`src/rhc_pkg.sv`:
```
// Shared types and constants for the RGB to HSV converter.
`default_nettype none

package rhc_pkg;

  // Component width and the number of quotient bits each divider lane resolves
  localparam int COMP_W  = 8;
  localparam int QUO_W   = 10;
  localparam int HUE_W   = 11;
  localparam int STEPS   = QUO_W;

  // One full hue turn in sector steps (six sectors of 256)
  localparam logic [11:0] HUE_TURN = 12'd1536;

  // Hue sector codes, already scaled to the sector start
  typedef enum logic [2:0] {
    SECT_RED   = 3'd0,
    SECT_GREEN = 3'd2,
    SECT_BLUE  = 3'd4
  } sect_t;

  // Word handed from cell to cell along the divider chain
  typedef struct packed {
    logic [COMP_W-1:0] delta;
    logic [COMP_W-1:0] bright;
    logic              gray;
    sect_t             sect;
    logic [COMP_W-1:0] hue_rem;
    logic [QUO_W-1:0]  hue_num;
    logic [QUO_W-1:0]  hue_quo;
    logic [COMP_W-1:0] sat_rem;
    logic [QUO_W-1:0]  sat_num;
    logic [QUO_W-1:0]  sat_quo;
  } div_word_t;

endpackage

`default_nettype wire

```
`src/rhc_prep.sv`:
```
// Front stage: max, min, delta, hue sector and divider numerators.
`default_nettype none

module rhc_prep (
  input  wire logic                      clk,
  input  wire logic                      rst,
  input  wire logic                      adv,
  input  wire logic                      pix_valid,
  input  wire logic [rhc_pkg::COMP_W-1:0] red,
  input  wire logic [rhc_pkg::COMP_W-1:0] green,
  input  wire logic [rhc_pkg::COMP_W-1:0] blue,
  output logic                           word_valid,
  output rhc_pkg::div_word_t             word
);

  logic [rhc_pkg::COMP_W-1:0] mx_rg, mn_rg, mx, mn, delta;
  logic [8:0]                 span;
  logic [15:0]                sat_n;
  rhc_pkg::sect_t             sect;

  // Find the largest and smallest component
  always_comb begin
    if (red > green) begin
      mx_rg = red;
      mn_rg = green;
    end else begin
      mx_rg = green;
      mn_rg = red;
    end
    mx    = (blue > mx_rg) ? blue : mx_rg;
    mn    = (blue < mn_rg) ? blue : mn_rg;
    delta = mx - mn;
  end

  // Pick the sector; span is difference plus delta, so never negative
  always_comb begin
    if (red == mx) begin
      sect = rhc_pkg::SECT_RED;
      span = {1'b0, green} - {1'b0, blue} + {1'b0, delta};
    end else if (green == mx) begin
      sect = rhc_pkg::SECT_GREEN;
      span = {1'b0, blue} - {1'b0, red} + {1'b0, delta};
    end else begin
      sect = rhc_pkg::SECT_BLUE;
      span = {1'b0, red} - {1'b0, green} + {1'b0, delta};
    end
    // 255 * delta as a shift and subtract
    sat_n = {delta, 8'h00} - {8'h00, delta};
  end

  // Register the word; the top numerator bits seed the remainders
  always_ff @(posedge clk) begin
    if (rst) begin
      word_valid <= 1'b0;
    end else if (adv) begin
      word_valid <= pix_valid;
    end
  end

  always_ff @(posedge clk) begin
    if (adv) begin
      word.delta   <= delta;
      word.bright  <= mx;
      word.gray    <= (delta == '0);
      word.sect    <= sect;
      word.hue_rem <= {1'b0, span[8:2]};
      word.hue_num <= {span[1:0], 8'h00};
      word.hue_quo <= '0;
      word.sat_rem <= {2'b00, sat_n[15:10]};
      word.sat_num <= sat_n[9:0];
      word.sat_quo <= '0;
    end
  end

endmodule

`default_nettype wire

```
`src/rhc_cell.sv`:
```
// One divider cell: resolves one quotient bit of both the hue and saturation lanes.
`default_nettype none

module rhc_cell (
  input  wire logic               clk,
  input  wire logic               rst,
  input  wire logic               adv,
  input  wire logic               in_valid,
  input  wire rhc_pkg::div_word_t in_word,
  output logic                    out_valid,
  output rhc_pkg::div_word_t      out_word
);

  logic [rhc_pkg::COMP_W:0]   hue_trial, sat_trial;
  logic                       hue_bit, sat_bit;
  logic [rhc_pkg::COMP_W-1:0] hue_rem_next, sat_rem_next;
  rhc_pkg::div_word_t         out_word_next;

  // Shift in the next numerator bit and try to subtract the divisor
  always_comb begin
    hue_trial    = {in_word.hue_rem, in_word.hue_num[rhc_pkg::QUO_W-1]};
    hue_bit      = (hue_trial >= {1'b0, in_word.delta});
    hue_rem_next = hue_bit ? rhc_pkg::COMP_W'(hue_trial - {1'b0, in_word.delta})
                           : hue_trial[rhc_pkg::COMP_W-1:0];
    sat_trial    = {in_word.sat_rem, in_word.sat_num[rhc_pkg::QUO_W-1]};
    sat_bit      = (sat_trial >= {1'b0, in_word.bright});
    sat_rem_next = sat_bit ? rhc_pkg::COMP_W'(sat_trial - {1'b0, in_word.bright})
                           : sat_trial[rhc_pkg::COMP_W-1:0];
  end

  // Build the word for the next cell
  always_comb begin
    out_word_next         = in_word;
    out_word_next.hue_rem = hue_rem_next;
    out_word_next.hue_num = {in_word.hue_num[rhc_pkg::QUO_W-2:0], 1'b0};
    out_word_next.hue_quo = {in_word.hue_quo[rhc_pkg::QUO_W-2:0], hue_bit};
    out_word_next.sat_rem = sat_rem_next;
    out_word_next.sat_num = {in_word.sat_num[rhc_pkg::QUO_W-2:0], 1'b0};
    out_word_next.sat_quo = {in_word.sat_quo[rhc_pkg::QUO_W-2:0], sat_bit};
  end

  // Hand the word on to the next cell
  always_ff @(posedge clk) begin
    if (rst) begin
      out_valid <= 1'b0;
    end else if (adv) begin
      out_valid <= in_valid;
    end
  end

  always_ff @(posedge clk) begin
    if (adv) begin
      out_word <= out_word_next;
    end
  end

endmodule

`default_nettype wire

```
`src/rhc_pack.sv`:
```
// Output stage: assembles the hue, wraps it to one turn and holds the result.
`default_nettype none

module rhc_pack (
  input  wire logic                       clk,
  input  wire logic                       rst,
  input  wire logic                       adv,
  input  wire logic                       in_valid,
  input  wire rhc_pkg::div_word_t         in_word,
  output logic                            hsv_valid,
  output logic [rhc_pkg::HUE_W-1:0]       hue,
  output logic [rhc_pkg::COMP_W-1:0]      saturation,
  output logic [rhc_pkg::COMP_W-1:0]      brightness
);

  logic [3:0]                sect_off;
  logic [11:0]               hue_sum;
  logic [rhc_pkg::HUE_W-1:0] hue_wrap;

  // Sector start plus five sectors (the span carried one extra sector), then wrap
  always_comb begin
    sect_off = {1'b0, in_word.sect} + 4'd5;
    hue_sum  = {sect_off, 8'h00} + {2'b00, in_word.hue_quo};
    hue_wrap = (hue_sum >= rhc_pkg::HUE_TURN)
             ? rhc_pkg::HUE_W'(hue_sum - rhc_pkg::HUE_TURN)
             : hue_sum[rhc_pkg::HUE_W-1:0];
  end

  // Output register; hold while the receiver stalls
  always_ff @(posedge clk) begin
    if (rst) begin
      hsv_valid <= 1'b0;
    end else if (adv) begin
      hsv_valid <= in_valid;
    end
  end

  always_ff @(posedge clk) begin
    if (adv) begin
      hue        <= in_word.gray ? '0 : hue_wrap;
      saturation <= in_word.gray ? '0 : in_word.sat_quo[rhc_pkg::COMP_W-1:0];
      brightness <= in_word.bright;
    end
  end

endmodule

`default_nettype wire

```
`src/rgb_to_hsv_converter.sv`:
```
// RGB to HSV converter: top level with the chain of divider cells.
//
// Pixel channel: pix_valid, pix_stall, red, green, blue. A word is taken at a
// rising edge with pix_valid high and pix_stall low.
// Result channel: hsv_valid, hsv_stall, hue, saturation, brightness, taken
// the same way. Hue is in 1/1536 turns; gray and black give hue and
// saturation of zero.
// Throughput: one pixel per clock while the chain is not held. The path from
// acceptance to hsv_valid runs through the front stage, ten divider cells (one
// quotient bit each for hue and saturation) and the output register; the front
// stage loads at the accepting edge itself.
// The whole chain moves as one: while a result waits in the output register
// and hsv_stall is high, every stage holds and pix_stall is raised; a word
// arriving in an empty output register, or one being taken, lets the chain
// advance in that same cycle.
// Reset clears all valid flags; the chain is empty and ready at once, and
// no result appears until a pixel is taken.
`default_nettype none

module rgb_to_hsv_converter (
  input  wire logic                       clk,
  input  wire logic                       rst,
  input  wire logic                       pix_valid,
  output logic                            pix_stall,
  input  wire logic [rhc_pkg::COMP_W-1:0] red,
  input  wire logic [rhc_pkg::COMP_W-1:0] green,
  input  wire logic [rhc_pkg::COMP_W-1:0] blue,
  output logic                            hsv_valid,
  input  wire logic                       hsv_stall,
  output logic [rhc_pkg::HUE_W-1:0]       hue,
  output logic [rhc_pkg::COMP_W-1:0]      saturation,
  output logic [rhc_pkg::COMP_W-1:0]      brightness
);

  logic                adv;
  logic                chain_valid [rhc_pkg::STEPS+1];
  rhc_pkg::div_word_t  chain_word  [rhc_pkg::STEPS+1];

  // Advance everything unless a result is waiting and blocked
  assign adv       = !hsv_valid || !hsv_stall;
  assign pix_stall = !adv;

  rhc_prep u_prep (
    .clk        (clk),
    .rst        (rst),
    .adv        (adv),
    .pix_valid  (pix_valid),
    .red        (red),
    .green      (green),
    .blue       (blue),
    .word_valid (chain_valid[0]),
    .word       (chain_word[0])
  );

  // Row of divider cells
  for (genvar i = 0; i < rhc_pkg::STEPS; i++) begin : g_cell
    rhc_cell u_cell (
      .clk       (clk),
      .rst       (rst),
      .adv       (adv),
      .in_valid  (chain_valid[i]),
      .in_word   (chain_word[i]),
      .out_valid (chain_valid[i+1]),
      .out_word  (chain_word[i+1])
    );
  end

  rhc_pack u_pack (
    .clk        (clk),
    .rst        (rst),
    .adv        (adv),
    .in_valid   (chain_valid[rhc_pkg::STEPS]),
    .in_word    (chain_word[rhc_pkg::STEPS]),
    .hsv_valid  (hsv_valid),
    .hue        (hue),
    .saturation (saturation),
    .brightness (brightness)
  );

  // Hue always lands inside one turn
  a_hue_range: assert property (@(posedge clk) disable iff (rst)
    hsv_valid |-> (hue < rhc_pkg::HUE_W'(rhc_pkg::HUE_TURN)))
    else $error("hue outside one turn");

  // Zero saturation only for gray, which also has zero hue
  a_gray_hue: assert property (@(posedge clk) disable iff (rst)
    (hsv_valid && saturation == '0) |-> (hue == '0))
    else $error("gray pixel with non-zero hue");

  // Black pixel gives no saturation
  a_black: assert property (@(posedge clk) disable iff (rst)
    (hsv_valid && brightness == '0) |-> (saturation == '0))
    else $error("black pixel with saturation");

  // Pixels are refused only when a result is blocked at the output
  a_stall_cause: assert property (@(posedge clk) disable iff (rst)
    pix_stall |-> (hsv_valid && hsv_stall))
    else $error("pixel stall without a blocked result");

endmodule

`default_nettype wire

```
`config.mk`:
```
export PLATFORM = sky130hd
export DESIGN_NAME = rgb_to_hsv_converter
export DESIGN_NICKNAME = d
export VERILOG_FILES = /design/src/rhc_pkg.sv /design/src/rhc_prep.sv /design/src/rhc_cell.sv /design/src/rhc_pack.sv /design/src/rgb_to_hsv_converter.sv
export SDC_FILE = /design/constraint.sdc
export NUM_CORES = 1
export LEC_CHECK = 0
export BUFFER_PORTS_ARGS = -buffer_cell sky130_fd_sc_hd__buf_4
export CAP_MARGIN = 20
export CORE_UTILIZATION = 65
export DETAILED_ROUTE_END_ITERATION = 6
export PLACE_DENSITY = 0.81
export SLEW_MARGIN = 20
export SYNTH_ARGS = -nofsm -noshare
export SYNTH_HDL_FRONTEND = slang
export SYNTH_SLANG_ARGS = --single-unit
```
`constraint.sdc`:
```
create_clock -name clk -period 44.3 [get_ports clk]
set_input_delay 8.86 -clock clk [delete_from_list [all_inputs] [get_ports clk]]
set_output_delay 8.86 -clock clk [all_outputs]
set_load 0.005 [all_outputs]
```
==> out/summary.txt, run 1 <==
Share of synthesized registers carrying an async set or reset = 0%
R2r worst-path depth = 14
Measured slew at the worst slew-check pin = 1090 ps
Minimum clock period = 19010 ps
CTS tree = done
Hold depth = 0
Die Ht = 208 um
Final period util = 42.9%
Worst reg2reg path startpoint = g_cell[4].u_cell.out_word[61]
Area Growth Syn to Fin = 9.94%
Floorplan core area = 41900 um2
Kind of critical path = input pin to primary output
CTS clk-pin slew, worst paths = 60 ps
Routed vias/inst = 5.70
RSZ-0062 raised after global routing = false
Pre-CTS setup slack = 25280 ps
GR peak layer = met2
Clock power frac = 17.0%
Die ar. = 43300 um2
Static Leak = 12.8 nW
Cell Rows = 75
CP Capture Type = primary output
Worst VDD drop = 35.6 uV
Worst-Skew Late Latency = 580 ps
Endpoints failing setup = 0
Final setup margin = 25290 ps
Number of gates resized after CTS = 0
Crit path max fanout = 52
Post-CTS Hold Buffers = 0
Final Wtd Congestion = 0.948
Routed Antenna Nets = 0
NetSw = 0.000934 W
Die Span X = 208 um
Post-Syn Instances = 2210
Sequential cell area fraction in the yosys report = 57.8%
Max-slew violations = 0
Hold Path Class = register to register
Net Sw Frac = 36.2%
Number of global-route vias before repair = 17246
Ranking of synthesized cells by area = edfxtp_1, ha_1, inv_1, o21ai_0, fa_1
Sequential share of power = 38.0%
Post-CTS Setup Inserts = 0
Final nets = 2580
Hpwl dp = 34.9 mm
CTS Root Cell = clkbuf_16
CTS sink cnt = 536
Int Power = 0.00165 W
Clock skew = 9.40 ps
DRC Markers = 0
Total global routing overflow = 0
Setup slack, reg-to-reg = 40710 ps
I/O Buffers = 56
R2R Path End = g_cell[5].u_cell.out_word[20]
First-pass GRT wire length = 80.6 mm
Synthesized area per cell = 12.5 um2
Status = complete, no violations
M3 GR Usage = 3.43%
Total global-route track usage = 23.3%
Via count of the routed design = 16375
DR iter-0 viols = 927
Max Cap Viol = 0
Critical Path RT = 35440 ps
WL per Instance = 17.1 um
IO Count = 57
Share of cells above drive strength 1 = 8.65%
Routed WL = 49.0 mm
Ys Warns = 0
Fin util = 72.4%
Critical path arrival = 10150 ps
Initial Util = 65.9%
Antenna violations before repair = 0
Post-Syn Nets = 2497
Global routing met2 resource utilization = 46.3%
Synth top area share = 56.9%
Netlist Area Pre-Place = 27600 um2
Hold Crit Start = g_cell[7].u_cell.out_word[3]
CTS H-Tree Depth = 2
Number of antenna diodes = 0
Final hold violations = 0
Slew headroom = 27.4%
Post-synth top area cell = edfxtp_1
Synth unique cells = 82
Seq cells post-synth = 536
Fmax = 0.0526 GHz
Ys flop type = edfxtp_1
Num CTS Buffers = 52
Initial DRT Pass Iterations = 5
Hold Path End = g_cell[8].u_cell.out_word[4]
Startpoint types = input pin
Routing usage on met1 = 23.6%
Max clock buf depth = 3
Largest net degree at the start of global routing = 202
Pwr Density = 85.0 nW/um2
EDFF count, synth = 524
Sum Neg Setup Slack = 0 ps
Comb power frac = 45.0%
[synth_stat cells, drive strengths merged, types with 12 or more instances]
master	n
a21oi	84
clkbuf	25
mux2	15
o21ai	191
nor2b	68
nand4	30
o31ai	36
mux2i	27
and2	37
fa	44
nand3	18
xnor2	61
ha	215
nor2	103
xor2	64
inv	285
nand2b	55
a21o	50
or4	17
nand2	141
dfxtp	12
o211a	16
edfxtp	524
[registers in the layout, indices dropped and copies added (netlist names)]
| register | flops |
|---|---|
| g_cell.u_cell.out_valid | 10 |
| g_cell.u_cell.out_word | 454 |
| u_pack.brightness | 8 |
| u_pack.hsv_valid | 1 |
| u_pack.hue | 11 |
| u_pack.saturation | 8 |
| u_prep.word | 43 |
| u_prep.word_valid | 1 |
[cell families (layout without fill, tap and decap cells)]
kind of cell               after synthesis  in the layout  share of synthesized area (%)
DFF                                    536            536                           57.8
and+or+nand+nor                        502            502                           9.46
AOI/OAI and AO/OA                      427            427                           9.79
buffers and inverters                  319            444                           4.42
adders and majority gates              259            259                           12.9
xor gates and xnor gates               125            125                           3.99
muxes                                   42             42                           1.60
[power by group through the flow]
stage / Clock (W) / Combinational (W) / Sequential (W)
floorplan: 0 / 0.000885 / 0.000951
global placement: 0 / 0.00107 / 0.000974
detailed placement: 0 / 0.00114 / 0.000989
CTS: 0.000447 / 0.00116 / 0.000982
global route: 0.000466 / 0.00131 / 0.00100
finish: 0.000440 / 0.00116 / 0.000981
[final cells by class]
class / instances / area [um2]
clock inverter: 34 / 323
tap: 539 / 674
multi-input combinational: 1355 / 10500
inverter: 285 / 1070
sequential: 536 / 16000
clock buffer: 62 / 1380
timing repair buffer: 63 / 498
fill: 2591 / 11600
[metal layers]
layer	share of wire [%]	up-vias	wire length (um)
met2	56	331	27300
met3	3.3	128	1640
li1	-	8057	-
met1	37	7859	18100
met5	0	-	0
met4	4.1	0	2030
[how the worst max path moves through the flow]
stage / start / end / slack, ps / depth (start not counted)
2_1_floorplan: hsv_stall / g_cell[0].u_cell.out_word[12] / 19950 / 2
3_3_place_gp: hsv_stall / pix_stall / 25320 / 4
3_5_place_dp: hsv_stall / pix_stall / 25280 / 4
4_1_cts: hsv_stall / pix_stall / 25260 / 4
5_1_grt: hsv_stall / pix_stall / 25140 / 4
6_report: hsv_stall / pix_stall / 25290 / 4
[worst max-delay path: stages]
cell     delay, ps
buf_4          120
nand2_4        500
inv_1          400
buf_4          270
[cells in the final DEF, fill, tap and decap left out, types with 8 or more instances in the layout]
cell type,synthesis,routed
o21bai_1,8,8
inv_1,284,284
xnor2_1,61,61
dfxtp_1,12,12
ha_1,215,215
xor2_1,63,63
mux2_2,14,14
nor2b_1,68,68
a21oi_1,81,81
nand3_1,18,18
nor2_1,103,103
buf_4,1,61
fa_1,44,44
clkbuf_16,0,53
mux2i_1,27,27
or4_1,17,17
clkinv_2,0,11
nor3_1,8,8
nand4_1,29,29
o21ai_0,183,183
nand2_1,141,140
o211a_1,15,15
edfxtp_1,524,524
clkinv_1,0,12
a21o_1,49,49
and2_1,34,34
nand2b_1,55,55
o31ai_1,35,35
[metrics by stage]
| step | hold slack [ps] | power, W | area (um2) | std cells |
|---|---|---|---|---|
| after floorplan | 400 | 0.00184 | 27600 | 2210 |
| after global placement | 401 | 0.00204 | 28700 | 2778 |
| after detailed placement | 405 | 0.00213 | 28700 | 2778 |
| after CTS | 412 | 0.00259 | 30400 | 2874 |
| after global routing | 412 | 0.00278 | 30400 | 2874 |
| final | 414 | 0.00258 | 30400 | 2874 |
No activity file was read; power rests on OpenSTA's default activity.
==> run 2: changes to the inputs <==
Settings changed: CORE_UTILIZATION 65 to 63, PLACE_DENSITY 0.81 to 0.79.
Clock period 44.3 ns to 18.4 ns, I/O delays scaled along.
==> out/summary.txt, run 2 (synthesis gave the netlist of run 1 again) <==
Status = complete, no violations (unchanged)
Number of gates resized after CTS = 0 (unchanged)
Met1 wire length = 20.7 mm (was 18.1 mm)
Max-slew violations = 0 (unchanged)
Commonest cells after routing, fill and taps aside = edfxtp_1, inv_1, ha_1, o21ai_0, nand2_1 (unchanged)
Critical path arrival = 11650 ps (was 10150 ps)
Largest regs = g_cell.u_cell.out_word: 454 flops, u_prep.word: 43 flops, u_pack.hue: 11 flops (unchanged)
IO Count = 57 (unchanged)
Kind of critical path = input pin to register (was input pin to primary output)
Endpoints failing setup = 0 (unchanged)
Cell Rows = 76 (was 75)
Final nets = 2584 (was 2580)
Hpwl dp = 38.1 mm (was 34.9 mm)
Routed vias/inst = 5.67 (was 5.70)
Pre-CTS setup slack = 6480 ps (was 25280 ps)
Die Span X = 211 um (was 208 um)
Measured slew at the worst slew-check pin = 1020 ps (was 1090 ps)
RSZ-0062 raised after global routing = false (unchanged)
DR iter-0 viols = 1151 (was 927)
Startpoint types = input pin (unchanged)
Total global routing overflow = 0 (unchanged)
Via count of the routed design = 16612 (was 16375)
Final Wtd Congestion = 0.913 (was 0.948)
Slew headroom = 31.9% (was 27.4%)
Max reg flops = 454 (unchanged)
Share of cells above drive strength 1 = 9.18% (was 8.65%)
Initial Util = 64.0% (was 65.9%)
Crit-path max cell delay = 690 ps (was 500 ps)
Crit path max fanout = 17 (was 52)
CTS H-Tree Depth = 2 (unchanged)
I/O Buffers = 56 (unchanged)
Largest net degree at the start of global routing = 180 (was 202)
Max Cap Viol = 0 (unchanged)
Fin util = 70.9% (was 72.4%)
Routed Antenna Nets = 0 (unchanged)
Top reg by flops = g_cell.u_cell.out_word (unchanged)
Worst-Skew Late Latency = 600 ps (was 580 ps)
Worst VDD drop = 109 uV (was 35.6 uV)
Final hold violations = 0 (unchanged)
Worst path bufs/invs = 7 (was 3)
Post-CTS Setup Inserts = 0 (unchanged)
Total power = 0.00634 W (was 0.00258 W)
Commonest non-fill, non-tap cell in the layout = edfxtp_1 (unchanged)
Metal3 WL = 2.38 mm (was 1.64 mm)
Sum Neg Setup Slack = 0 ps (unchanged)
Static Leak = 12.9 nW (was 12.8 nW)
CTS clk-pin slew, worst paths = 60 ps (about the same)
Area Growth Syn to Fin = 10.8% (was 9.94%)
Initial DRT Pass Iterations = 5 (unchanged)
Die ar. = 44700 um2 (was 43300 um2)
DRC Markers = 0 (unchanged)
Total global-route track usage = 23.9% (was 23.3%)
CTS sink cnt = 536 (unchanged)
Routed WL = 51.9 mm (was 49.0 mm)
Critical Path RT = 18730 ps (was 35440 ps)
Top Layer Used = met5 (was met4)
Fmax = 0.0884 GHz
Hold Path Class = register to register (unchanged)
Metal2 WL = 26.8 mm (was 27.3 mm)
Final setup margin = 7090 ps (was 25290 ps)
Num CTS Buffers = 54 (was 52)
CP Capture Type = register (was primary output)
Die Ht = 211 um (was 208 um)
Clock skew = 11.0 ps (was 9.40 ps)
WL per Instance = 17.7 um (was 17.1 um)
Pwr Density = 207 nW/um2 (was 85.0 nW/um2)
Post-CTS Hold Buffers = 0 (unchanged)
CTS tree = done (unchanged)
Final period util = 61.5%
Slowest stage cell, crit path = nor3_2 (was nand2_4)
Antenna violations before repair = 3 (was 0)
First-pass GRT wire length = 83.4 mm (was 80.6 mm)
Floorplan core area = 43200 um2 (was 41900 um2)
Number of global-route vias before repair = 17027 (was 17246)
CTS Root Cell = clkbuf_16 (unchanged)
Max clock buf depth = 3 (unchanged)
Top delay family on crit path = adder cells (was buffers and inverters)
Minimum clock period = 11310 ps
[run 2: worst reg2reg max path: cells and delay by family, from the launching register on]
family	cells	cell delay (ps)
buffers and inverters	3	2710
flip-flops	1	340
AND/OR/NAND/NOR	1	520
[run 2: final cells by class]
type	count	area [um2]
Antenna cell	2	5.00
Clock buffer	70	1480
Clock inverter	32	398
Fill cell	2894	12600
Inverter	285	1070
Multi-Input combinational cell	1355	10500
Sequential cell	536	16000
Tap cell	585	732
Timing Repair Buffer	65	500
[run 2: per-layer routing]
metal	vias to the layer above	track usage [%]
li1	8085	-
met1	7971	27.2
met2	434	43.7
met3	120	4.04
met4	2	11.2
met5	-	0
[run 2: worst paths after layout]
check | startpoint | to | slack [ps] | cells past startpoint
worst max-delay path | green[5] | u_prep.word[54] | 7090 | 34
worst min-delay path | g_cell[1].u_cell.out_word[58] | g_cell[2].u_cell.out_word[58] | 410 | 0
worst max register to register | u_pack.hsv_valid | g_cell[3].u_cell.out_word[25] | 14420 | 4
worst min register to register | g_cell[1].u_cell.out_word[58] | g_cell[2].u_cell.out_word[58] | 410 | 0
[run 2: power by group]
part | internal, W | total [W] | switching [W] | leakage, nW
sequential | 0.00212 | 0.00237 | 0.000255 | 5.59
clock | 0.000684 | 0.00114 | 0.000458 | 0.911
combinational | 0.00123 | 0.00283 | 0.00159 | 6.43
[run 2: per-stage QoR]
step | std cells | instance area (um2) | hold slack [ps]
floorplan | 2210 | 27600 | 400
global placement | 2826 | 28700 | 400
detailed placement | 2826 | 28700 | 405
CTS | 2928 | 30600 | 409
global route | 2928 | 30600 | 407
finish | 2930 | 30600 | 413
==> run 3: changes to the inputs <==
Settings changed: ABC_AREA set to 1, CORE_UTILIZATION 63 to 57, PLACE_DENSITY 0.79 to 0.75.
Clock period 18.4 ns to 9.9 ns, I/O delays scaled along.
==> out/summary.txt, run 3 <==
CTS H-Tree Depth = 2 (unchanged)
CP most frequent cell = nand2_1
Post-synthesis xor/xnor area fraction = 4.56% (was 3.99%)
Fmax = 0.121 GHz
Final nets = 2802 (was 2584)
Crit-path max cell delay = 730 ps (was 690 ps)
Synth top cells by count = edfxtp_1, inv_1, nand2_1 (was edfxtp_1, inv_1, ha_1)
Status = complete, no violations (unchanged)
Final setup margin = 1650 ps (was 7090 ps)
Kind of critical path = input pin to register (unchanged)
Max clock buf depth = 3 (unchanged)
Area Growth Syn to Fin = 11.2% (was 10.8%)
Commonest non-fill, non-tap cell in the layout = edfxtp_1 (unchanged)
Sequential cell area fraction in the yosys report = 57.9% (was 57.8%)
Final Wtd Congestion = 0.899 (was 0.913)
Num CTS Buffers = 54 (unchanged)
CTS Root Cell = clkbuf_16 (unchanged)
Die Ht = 222 um (was 211 um)
Critical path arrival = 8550 ps (was 11650 ps)
Routed Antenna Nets = 0 (unchanged)
Multi-input logic area = 9990 um2 (was 10500 um2)
Final hold violations = 0 (unchanged)
Share of cells above drive strength 1 = 8.92% (was 9.18%)
Comb power frac = 44.8% (was 44.6%)
First-pass GRT wire length = 81.0 mm (was 83.4 mm)
Metal2 WL = 27.8 mm (was 26.8 mm)
Simple logic cell fraction of the synthesized area = 11.0% (was 9.46%)
Number of gates resized after CTS = 0 (unchanged)
Fillers = 3481 (was 2894)
Post-Syn Nets = 2712 (was 2497)
Cell Rows = 80 (was 76)
Seq cells post-synth = 536 (unchanged)
Max Cap Viol = 0 (unchanged)
Ys flop type = edfxtp_1 (unchanged)
Clock skew = 17.7 ps (was 11.0 ps)
CP Capture Type = register (unchanged)
Worst VDD drop = 174 uV (was 109 uV)
Post-synth top area cell = edfxtp_1 (unchanged)
Critical Path RT = 10200 ps (was 18730 ps)
Hpwl dp = 36.2 mm (was 38.1 mm)
Largest regs = g_cell.u_cell.out_word: 454 flops, u_prep.word: 43 flops, u_pack.hue: 11 flops (unchanged)
Pre-CTS setup slack = 1020 ps (was 6480 ps)
Fin area = 30700 um2 (was 30600 um2)
Fin util = 64.2% (was 70.9%)
Pwr Density = 389 nW/um2 (was 207 nW/um2)
Filler-free cell count of the finished design = 3172 (was 2930)
Net Sw Frac = 37.4% (was 36.4%)
CTS tree = done (unchanged)
Synth Area in Compound Gates = 7.68% (was 9.79%)
Synthesized area per cell = 11.4 um2 (was 12.5 um2)
CTS sink cnt = 536 (unchanged)
Endpoints failing setup = 0 (unchanged)
CTS clk-pin slew, worst paths = 60 ps (about the same)
Top reg by flops = g_cell.u_cell.out_word (unchanged)
Antenna violations before repair = 0 (was 3)
Crit path max fanout = 31 (was 17)
DRC Markers = 0 (unchanged)
Storage element area = 16000 um2 (unchanged)
Largest net degree at the start of global routing = 197 (was 180)
Measured slew at the worst slew-check pin = 1110 ps (was 1020 ps)
DR iter-0 viols = 910 (was 1151)
NetSw = 0.00445 W (was 0.00231 W)
Synth unique cells = 51 (was 82)
Max reg flops = 454 (unchanged)
Setup slack, reg-to-reg = 6810 ps (was 14420 ps)
Die ar. = 49300 um2 (was 44700 um2)
Met1 wire length = 18.8 mm (was 20.7 mm)
Clock power frac = 18.4% (was 18.0%)
Most common cell in the netlist = edfxtp_1 (unchanged)
Routed WL = 49.4 mm (was 51.9 mm)
Max-slew violations = 0 (unchanged)
WL per Instance = 15.6 um (was 17.7 um)
Total global-route track usage = 20.5% (was 23.9%)
Number of antenna diodes = 0 (was 2)
Final period util = 83.3%
Startpoint types = input pin (unchanged)
IO Count = 57 (unchanged)
Initial DRT Pass Iterations = 6 (was 5)
Static Leak = 13.4 nW (was 12.9 nW)
Worst-Skew Late Latency = 600 ps (about the same)
Number of global-route vias before repair = 17173 (was 17027)
Post-CTS Hold Buffers = 0 (unchanged)
EDFF count, synth = 524 (unchanged)
Metal3 WL = 1.54 mm (was 2.38 mm)
Initial Util = 57.8% (was 64.0%)
Netlist Area Pre-Place = 27600 um2 (about the same)
Slew headroom = 26.0% (was 31.9%)
Via count of the routed design = 16934 (was 16612)
Slowest stage cell, crit path = a211oi_1 (was nor3_2)
I/O Buffers = 56 (unchanged)
Share of synthesized registers carrying an async set or reset = 0% (unchanged)
Hold Path Class = register to register (unchanged)
Mux contribution to synthesized area = 0% (was 1.60%)
Sequential share of power = 36.8% (was 37.4%)
Int Power = 0.00746 W (was 0.00404 W)
RSZ-0062 raised after global routing = false (unchanged)
Sum Neg Setup Slack = 0 ps (unchanged)
Cell Area, Placed = 28700 um2 (about the same)
Floorplan core area = 47700 um2 (was 43200 um2)
Largest family of logic cells by synthesized area = adder cells (unchanged)
Routed vias/inst = 5.34 (was 5.67)
Die Span X = 222 um (was 211 um)
Synth Area in Adders = 12.9% (about the same)
Ys Warns = 0 (unchanged)
Post-CTS Setup Inserts = 0 (unchanged)
Synth top area share = 57.0% (was 56.9%)
Minimum clock period = 8250 ps
Commonest cells after routing, fill and taps aside = edfxtp_1, inv_1, nand2_1, nor2_1, ha_1 (was edfxtp_1, inv_1, ha_1, o21ai_0, nand2_1)
Top Layer Used = met4 (was met5)
Post-Syn Instances = 2425 (was 2210)
Ranking of synthesized cells by area = edfxtp_1, ha_1, inv_1, nand2_1, a21oi_1 (was edfxtp_1, ha_1, inv_1, o21ai_0, fa_1)
Total global routing overflow = 0 (unchanged)
Placed insts = 3070 (was 2826)
run 3: cell families after synthesis:
logic type | count (synthesis)
and+or+nand+nor | 674
DFF | 536
buffers and inverters | 427
AOI/OAI and AO/OA | 387
adders and majority gates | 259
xor gates and xnor gates | 142
run 3: layout make-up:
class	count	area share, %
clock buffer	60	4.55
timing repair buffer	63	1.64
clock inverter	38	1.76
multi-input combinational	1462	32.6
sequential	536	52.1
inverter	398	4.87
tap	615	2.51
run 3: worst paths after layout:
path | from | end | cells after the start
worst min-delay path | g_cell[6].u_cell.out_word[29] | g_cell[7].u_cell.out_word[30] | 0
worst max-delay path | green[3] | u_prep.word[53] | 37
worst min register to register | g_cell[6].u_cell.out_word[29] | g_cell[7].u_cell.out_word[30] | 0
worst max register to register | u_pack.hsv_valid | g_cell[6].u_cell.out_word[72] | 3
run 3: power groups by stage:
stage | sequential, W | combinational [W] | clock (W)
final | 0.00439 | 0.00534 | 0.00219
after global routing | 0.00450 | 0.00607 | 0.00232
after CTS | 0.00440 | 0.00533 | 0.00223
after detailed placement | 0.00444 | 0.00527 | 0
after global placement | 0.00439 | 0.00499 | 0
after floorplan | 0.00427 | 0.00410 | 0
run 3: through the flow:
step / hold slack [ps] / total power (W)
floorplan: 400 / 0.00837
global placement: 401 / 0.00938
detailed placement: 405 / 0.00970
CTS: 409 / 0.0120
global route: 418 / 0.0129
finish: 413 / 0.0119
run 3: layer usage:
metal,track usage (%),vias to the layer above
li1,-,8450
met1,21.7,8097
met2,41.1,291
met3,3.11,96
met4,6.27,0
met5,0,-
run 3: critical path: cells and delay by family:
kind	cells	cell delay, ps
compound gates	9	1960
xor+xnor	2	390
buf+inv	8	870
fa+ha+maj	6	2070
simple gates	12	1250
